==> src/sv/radix_integer_to_digits_unit_macros.svh <==
// Assertion macros for the radix digit converter RTL.
`ifndef RADIX_INTEGER_TO_DIGITS_UNIT_MACROS_SVH
`define RADIX_INTEGER_TO_DIGITS_UNIT_MACROS_SVH

// Clocked check, ignored while reset is high.
`define RID_ASSERT_CLK(label, clk, rst, prop, msg) \
  label: assert property (@(posedge clk) disable iff (rst) prop) else $error(msg);

// Clocked check that also holds during reset.
`define RID_ASSERT_ALWAYS(label, clk, prop, msg) \
  label: assert property (@(posedge clk) prop) else $error(msg);

`endif

==> src/sv/rid_pkg.sv <==
// Shared types and constants for the radix digit converter.
package rid_pkg;

  localparam int VALUE_BITS  = 64;
  localparam int CHAR_W      = 8;
  localparam int POS_W       = 6;
  localparam int SIZE_W      = 7;
  localparam int RADIX_W     = 5;
  localparam int REM_W       = 4;
  localparam int CFG_IDX_W   = 2;
  localparam int DIGIT_STEPS = 4;

  localparam logic [CHAR_W-1:0]  ASCII_ZERO = 8'h30;
  localparam logic [RADIX_W-1:0] RADIX_MIN  = 5'd2;
  localparam logic [RADIX_W-1:0] RADIX_MAX  = 5'd16;
  localparam logic [RADIX_W-1:0] RADIX_RST  = 5'd10;

  // Configuration register indexes
  localparam logic [CFG_IDX_W-1:0] REG_RADIX      = 2'd0;
  localparam logic [CFG_IDX_W-1:0] REG_CHARS_LOW  = 2'd1;
  localparam logic [CFG_IDX_W-1:0] REG_CHARS_HIGH = 2'd2;

  // Divider status seen by the sequencer
  typedef struct packed {
    logic busy;
    logic done;
  } div_stat_t;

endpackage

==> src/sv/rid_div.sv <==
// Iterative small-radix divider: four restoring steps per cycle.
module rid_div
  import rid_pkg::*;
#(
  parameter int WIDTH = 64
) (
  input  logic               clk,
  input  logic               rst,
  input  logic               start,
  input  logic [WIDTH-1:0]   dividend,
  input  logic [RADIX_W-1:0] divisor,
  output logic [WIDTH-1:0]   quotient,
  output logic [REM_W-1:0]   remainder,
  output div_stat_t          stat
);

  localparam int CYC   = WIDTH / DIGIT_STEPS;
  localparam int CNT_W = $clog2(CYC + 1);

  logic [WIDTH-1:0] q;
  logic [WIDTH-1:0] q_next;
  logic [REM_W-1:0] rem;
  logic [REM_W-1:0] rem_next;
  logic [CNT_W-1:0] cnt;
  logic             done;

  // Four dependent restoring steps on a 5-bit partial remainder
  always_comb begin
    logic [RADIX_W-1:0]     r;
    logic [DIGIT_STEPS-1:0] qb;
    r  = {1'b0, rem};
    qb = '0;
    for (int k = 0; k < DIGIT_STEPS; k++) begin
      r = {r[REM_W-1:0], q[WIDTH-1-k]};
      if (r >= divisor) begin
        r = r - divisor;
        qb[DIGIT_STEPS-1-k] = 1'b1;
      end
    end
    rem_next = r[REM_W-1:0];
    q_next   = {q[WIDTH-DIGIT_STEPS-1:0], qb};
  end

  // Datapath: dividend bits shift out the top, quotient bits in at the bottom
  always_ff @(posedge clk) begin
    if (start) begin
      q   <= dividend;
      rem <= '0;
    end else if (cnt != '0) begin
      q   <= q_next;
      rem <= rem_next;
    end
  end

  // Step counter and completion flag
  always_ff @(posedge clk) begin
    if (rst) begin
      cnt  <= '0;
      done <= 1'b0;
    end else begin
      done <= (cnt == CNT_W'(1)) && !start;
      if (start) begin
        cnt <= CNT_W'(CYC);
      end else if (cnt != '0) begin
        cnt <= cnt - CNT_W'(1);
      end
    end
  end

  assign quotient   = q;
  assign remainder  = rem;
  assign stat.busy  = (cnt != '0);
  assign stat.done  = done;

endmodule

==> src/sv/radix_integer_to_digits_unit.sv <==
// Radix digit converter top level: sequencer, config registers, output register.
// Each digit passes through the divider, is captured as the pending digit and is then emitted to the output register.
// An item produces up to 64 digits.
// A zero value or an empty field skips the divider; one item at a time.
// The single divider retires four quotient bits per cycle and sets the digit rate while the output is not stalled.
// Synchronous reset sets radix to 10, clears the character table and idles the block.
module radix_integer_to_digits_unit
  import rid_pkg::*;
#(
  parameter int VALUE_WIDTH = 64,
  parameter int MAX_FIELD   = 64
) (
  input  logic                  clk,
  input  logic                  rst,
  input  logic                  in_valid,
  output logic                  in_stall,
  input  logic [VALUE_BITS-1:0] value,
  input  logic                  is_signed,
  input  logic [SIZE_W-1:0]     field_size,
  output logic                  out_valid,
  input  logic                  out_stall,
  output logic [CHAR_W-1:0]     digit_char,
  output logic [POS_W-1:0]      position,
  output logic                  last,
  input  logic                  cfg_we,
  input  logic [CFG_IDX_W-1:0]  cfg_index,
  input  logic [VALUE_BITS-1:0] cfg_data
);

`include "radix_integer_to_digits_unit_macros.svh"

  localparam int DW = ((VALUE_WIDTH + DIGIT_STEPS - 1) / DIGIT_STEPS) * DIGIT_STEPS;

  localparam logic [1:0] ST_IDLE = 2'd0;
  localparam logic [1:0] ST_DIV  = 2'd1;
  localparam logic [1:0] ST_EMIT = 2'd2;

  logic [1:0]             state;
  logic [RADIX_W-1:0]     radix;
  logic [VALUE_BITS-1:0]  chars_low;
  logic [VALUE_BITS-1:0]  chars_high;
  logic [VALUE_WIDTH-1:0] quot;
  logic [POS_W-1:0]       pos;
  logic [CHAR_W-1:0]      pend_char;
  logic                   pend_last;

  logic [RADIX_W-1:0]     base;
  logic [SIZE_W-1:0]      size_c;
  logic [VALUE_WIDTH-1:0] v;
  logic [VALUE_WIDTH-1:0] mag;
  logic                   accept;
  logic                   load;
  logic                   div_start;
  logic [DW-1:0]          div_dividend;
  logic [DW-1:0]          div_quot;
  logic [REM_W-1:0]       div_rem;
  div_stat_t              div_stat;
  logic [VALUE_BITS-1:0]  char_word;
  logic [CHAR_W-1:0]      rem_char;
  logic                   quot_zero;

  // Configuration registers
  always_ff @(posedge clk) begin
    if (rst) begin
      radix      <= RADIX_RST;
      chars_low  <= '0;
      chars_high <= '0;
    end else if (cfg_we) begin
      unique case (cfg_index)
        REG_RADIX:      radix      <= cfg_data[RADIX_W-1:0];
        REG_CHARS_LOW:  chars_low  <= cfg_data;
        REG_CHARS_HIGH: chars_high <= cfg_data;
        default: ;
      endcase
    end
  end

  // Clamp radix and field size; take the magnitude of the value
  always_comb begin
    if (radix < RADIX_MIN) begin
      base = RADIX_MIN;
    end else if (radix > RADIX_MAX) begin
      base = RADIX_MAX;
    end else begin
      base = radix;
    end
    size_c = (field_size > SIZE_W'(MAX_FIELD)) ? SIZE_W'(MAX_FIELD) : field_size;
    v      = value[VALUE_WIDTH-1:0];
    mag    = (is_signed && v[VALUE_WIDTH-1]) ? (~v + VALUE_WIDTH'(1)) : v;
  end

  assign in_stall = (state != ST_IDLE);
  assign accept   = in_valid && !in_stall;
  assign load     = (state == ST_EMIT) && (!out_valid || !out_stall);

  // Divider start: new nonzero item with a nonempty field, or next digit once this one is loaded
  assign div_start = (accept && (size_c != '0) && (mag != '0))
                  || (load && !pend_last);
  assign div_dividend = (state == ST_IDLE) ? DW'(mag) : DW'(quot);

  rid_div #(
    .WIDTH (DW)
  ) u_div (
    .clk       (clk),
    .rst       (rst),
    .start     (div_start),
    .dividend  (div_dividend),
    .divisor   (base),
    .quotient  (div_quot),
    .remainder (div_rem),
    .stat      (div_stat)
  );

  // Character table lookup for the remainder
  assign char_word = div_rem[REM_W-1] ? chars_high : chars_low;
  assign rem_char  = char_word[div_rem[REM_W-2:0]*CHAR_W +: CHAR_W];
  assign quot_zero = (div_quot[VALUE_WIDTH-1:0] == '0);

  // Sequencer
  always_ff @(posedge clk) begin
    if (rst) begin
      state <= ST_IDLE;
    end else begin
      unique case (state)
        ST_IDLE: begin
          if (accept && (size_c != '0)) begin
            state <= (mag == '0) ? ST_EMIT : ST_DIV;
          end
        end
        ST_DIV: begin
          if (div_stat.done) begin
            state <= ST_EMIT;
          end
        end
        ST_EMIT: begin
          if (load) begin
            state <= pend_last ? ST_IDLE : ST_DIV;
          end
        end
        default: state <= ST_IDLE;
      endcase
    end
  end

  // Working registers: running quotient, position, pending digit
  always_ff @(posedge clk) begin
    if (state == ST_IDLE && accept) begin
      quot      <= mag;
      pos       <= (mag == '0) ? '0 : POS_W'(size_c - SIZE_W'(1));
      pend_char <= ASCII_ZERO;
      pend_last <= 1'b1;
    end else if (state == ST_DIV && div_stat.done) begin
      quot      <= div_quot[VALUE_WIDTH-1:0];
      pend_char <= rem_char;
      pend_last <= quot_zero || (pos == '0);
    end else if (load && !pend_last) begin
      pos <= pos - POS_W'(1);
    end
  end

  // Output register
  always_ff @(posedge clk) begin
    if (rst) begin
      out_valid <= 1'b0;
    end else if (load) begin
      out_valid <= 1'b1;
    end else if (!out_stall) begin
      out_valid <= 1'b0;
    end
  end

  always_ff @(posedge clk) begin
    if (load) begin
      digit_char <= pend_char;
      position   <= pos;
      last       <= pend_last;
    end
  end

  `RID_ASSERT_CLK(a_div_idle_on_start, clk, rst, div_start |-> !div_stat.busy, "divider restarted while busy")
  `RID_ASSERT_CLK(a_done_in_div, clk, rst, div_stat.done |-> (state == ST_DIV), "divider finished outside the divide state")
  `RID_ASSERT_CLK(a_pos_steps_down, clk, rst, (load && !pend_last) |=> (pos == $past(pos) - POS_W'(1)), "position did not count down")
  `RID_ASSERT_ALWAYS(a_reset_idle, clk, $past(rst) |-> (state == ST_IDLE && !out_valid), "block not idle after reset")

endmodule

==> config.mk <==
export PLATFORM = sky130hd
export DESIGN_NAME = radix_integer_to_digits_unit
export DESIGN_NICKNAME = d
export VERILOG_FILES = /design/src/sv/rid_pkg.sv /design/src/sv/rid_div.sv /design/src/sv/radix_integer_to_digits_unit.sv
export VERILOG_INCLUDE_DIRS = /design/src /design/src/sv
export SDC_FILE = /design/constraint.sdc
export NUM_CORES = 1
export LEC_CHECK = 0
export ABC_CLOCK_PERIOD_IN_PS = 8700
export BUFFER_PORTS_ARGS = -buffer_cell sky130_fd_sc_hd__buf_2
export CELL_PAD_IN_SITES_DETAIL_PLACEMENT = 1
export CELL_PAD_IN_SITES_GLOBAL_PLACEMENT = 2
export CORE_MARGIN = 1
export CORE_UTILIZATION = 38
export CTS_BUF_LIST = sky130_fd_sc_hd__clkbuf_8 sky130_fd_sc_hd__clkbuf_16
export DETAILED_ROUTE_END_ITERATION = 16
export PLACE_DENSITY = 0.85
export SLEW_MARGIN = 25
export SYNTH_ARGS = -nofsm -noshare
export SYNTH_HDL_FRONTEND = slang
export SYNTH_SLANG_ARGS = --single-unit
==> constraint.sdc <==
create_clock -name clk -period 8.7 [get_ports clk]
set_input_delay 2.175 -clock clk [delete_from_list [all_inputs] [get_ports clk]]
set_output_delay 2.175 -clock clk [all_outputs]
set_load 0.02 [all_outputs]
==> results.py <==
metrics = {
    "outcome": {
        "status": "complete, no violations",
    },
    "timing": {
        "period_needed_ns": 7.51,
        "fin_hold_ws_ns": 0.428,
        "fin_tns_setup_ns": 0,
        "skew_ns": 0.0180,
        "slew_headroom": 0.341,
        "fmax_mhz": 133,
        "worst_pin_slew_ns": 0.989,
        "finalSetupViolCount": 0,
        "rsz0062_at_grt": "false",
        "slew_viol_final": 0,
        "hold_viol": 0,
        "period_share": 0.863,
    },
    "synth": {
        "synth_edf_count": 149,
        "yosysSeqAreaShare": 0.454,
        "ys.flop_type": "dfxtp_1",
        "synth_area_per_cell_um2": 9.31,
        "netlist_instances": 1793,
        "synth.distinct_cells": 74,
        "synthArstFlopShare": 0,
        "synthDominantAreaCellType": "edfxtp_1",
        "syn-num-nets": 1969,
        "synth.top_cells.by_area": "edfxtp_1 27%, dfxtp_1 19%, nand2_1 9.9%",
        "syn_area_um2": 16700,
        "ys_ff_latch": 304,
        "ys.warnings.count": 0,
        "synth_top_area_frac": 0.268,
    },
    "min_path": {
        "hold_class": "reg2reg",
    },
    "route": {
        "wl_per_cell_um": 21.2,
        "drt-pass1-iter-count": 5,
        "ant_nets": 0,
        "drc_errors": 0,
        "drt_iter0_markers": 933,
        "vias_per_cell": 5.63,
        "detailroute.via_count": 14100,
        "routed_wirelength_um": 53100,
    },
    "global_route": {
        "globalRouteOverflowTotal": 0,
        "grt_util_all_layers": 0.238,
        "antenna_found_initial": 12,
        "grt_pass1_wl_um": 82300,
        "grt_max_degree": 95,
        "grt_pass1_vias": 14200,
    },
    "place": {
        "post-dp-hpwl_um": 37300,
        "gp_congestion": 0.956,
        "port_buffers": 159,
        "postPlaceCellArea_um2": 17900,
    },
    "floorplanning": {
        "pin_count": 160,
        "die_y_um": 212,
        "fp.dieW_um": 212,
        "fp-row-count": 76,
        "core-area_um2": 43200,
        "dieArea_um2": 44800,
        "initial_core_util": 0.387,
    },
    "pwr": {
        "powerDensity_nw_per_um2": 298,
        "seq_power_share": 0.381,
        "p_int_mw": 3.71,
        "clkPwrFrac": 0.276,
        "peakVddDrop_uv": 195,
        "power_switching_mw": 1.99,
        "p_leak_nw": 6.93,
        "swShare": 0.349,
        "p_total_mw": 5.70,
        "combPwrFrac": 0.343,
    },
    "worst_setup_path": {
        "start_kind": "flip-flop",
        "crit_family": "compound AO/OA/AOI/OAI gates",
        "worst_path_max_delay_cell": "o221ai_1",
        "worst-path-buf-inv": 3,
        "cp_data_arrival_time_ns": 7.91,
        "cp-end-kind": "flip-flop",
        "cp_slowest_stage_delay_ns": 0.55,
        "path_class": "reg2reg",
        "required_ns": 9.10,
        "crit_fanout": 9,
    },
    "cells_and_area": {
        "fin_area_um2": 19100,
        "nets": 2060,
        "drive_gt1_frac": 0.197,
        "layout_commonest_cell": "nand2_1",
        "final_util": 0.444,
        "area_delta_synth_final_pct": 14.7,
        "final_cell_mix": "438 x nand2_1, 162 x a21oi_1, 158 x buf_2, 154 x dfxtp_1, 149 x edfxtp_1",
    },
    "clock_network": {
        "cts_buffer_depth": 3,
        "clkTransAtPathRegs_ns": 0.06,
        "postCtsSetupBuffers": 0,
        "ctsResizeCount": 0,
        "clock_latency_ns": 0.55,
        "cts_buffers": 36,
        "htreeDepth": 2,
        "cts_sinks": 304,
        "cts_tree": "yes",
        "hold_buffers": 0,
        "root_buffer": "clkbuf_16",
    },
    "job": {
        "maxCapViolCount": 0,
    },
}
## worst register-to-register path: cells and delay by family (launching register included)
family	cells	cell delay, ns
buffers and inverters	3	0.52
adder cells (fa/ha/maj)	4	1.24
AND/OR/NAND/NOR	4	0.37
AO/OA/AOI/OAI	20	4.52
flip-flops	1	0.29
multiplexers	1	0.41
## power groups by stage
stage,logic [mW],clock network (mW),registers (mW)
2_1_floorplan,1.51,0,2.06
3_3_place_gp,1.89,0,2.19
3_5_place_dp,1.96,0,2.20
4_1_cts,1.98,1.60,2.17
5_1_grt,2.18,1.65,2.20
6_report,1.95,1.57,2.17
## area by class of cell
type                            count  area [um2]
Fill cell                        5003       24000
Multi-Input combinational cell   1335        8530
Sequential cell                   304        7580
Clock buffer                       47        1070
Timing Repair Buffer              181         963
Tap cell                          585         732
Clock inverter                     19         170
Inverter                           26        98.8
Antenna cell                        2        5.00
## sequential cells by signal (all words and copies together) (netlist names)
register,cells
u_div.quotient,64
out_valid,1
u_div.cnt,5
digit_char,8
pend_last,1
last,1
state,2
position,6
u_div.done,1
pos,6
quot,64
chars_low,64
radix,5
pend_char,8
u_div.remainder,4
chars_high,64
## layer usage
metal  global-route usage  part of all wire  vias to the layer above
met1                0.315              0.44                     6981
li1                     -                 -                     6597
met4               0.0912             0.036                       20
met3               0.0420             0.053                      111
met2                0.386              0.47                      359
met5                    0            0.0028                        -
## cell usage after synthesis, drive strengths merged, types with 14 or more instances
library cell / count
nand2: 440
dfxtp: 155
xor2: 23
a21oi: 162
nand3: 16
mux2i: 14
nor4: 52
mux4: 40
edfxtp: 149
nand4: 20
ha: 29
buf: 20
o21ai: 148
xnor2: 55
nor3: 29
inv: 26
a31oi: 22
mux2: 67
nor2: 79
clkbuf: 108
## final timing paths
kind,startpoint,endpoint,slack [ns],depth (start not counted)
setup / recovery,radix[4]$_SDFFE_PP0P_,u_div.remainder[3]$_SDFFE_PN0P_,1.19,32
hold / removal,pend_char[4]$_SDFFE_PP1P_,digit_char[4]$_DFFE_PP_,0.43,0
setup reg to reg,radix[4]$_SDFFE_PP0P_,u_div.remainder[3]$_SDFFE_PN0P_,1.19,32
hold reg to reg,pend_char[4]$_SDFFE_PP1P_,digit_char[4]$_DFFE_PP_,0.43,0
## cells by family after synthesis
kind of cell    count (synthesis)  share of synthesized area
simple gates                  705                      0.194
compound gates                398                      0.134
flops                         304                      0.454
buf+inv                       154                     0.0378
mux                           121                      0.113
xor+xnor                       78                     0.0409
fa+ha+maj                      33                     0.0265
## metrics by stage
| stage | std cells | worst slack [ns] |
|---|---|---|
| floorplan | 1793 | 1.76 |
| global placement | 2431 | 1.36 |
| detailed placement | 2431 | 1.11 |
| CTS | 2497 | 1.07 |
| global route | 2498 | 0.415 |
| finish | 2499 | 1.19 |
No activity file was read; power rests on OpenSTA's default activity.
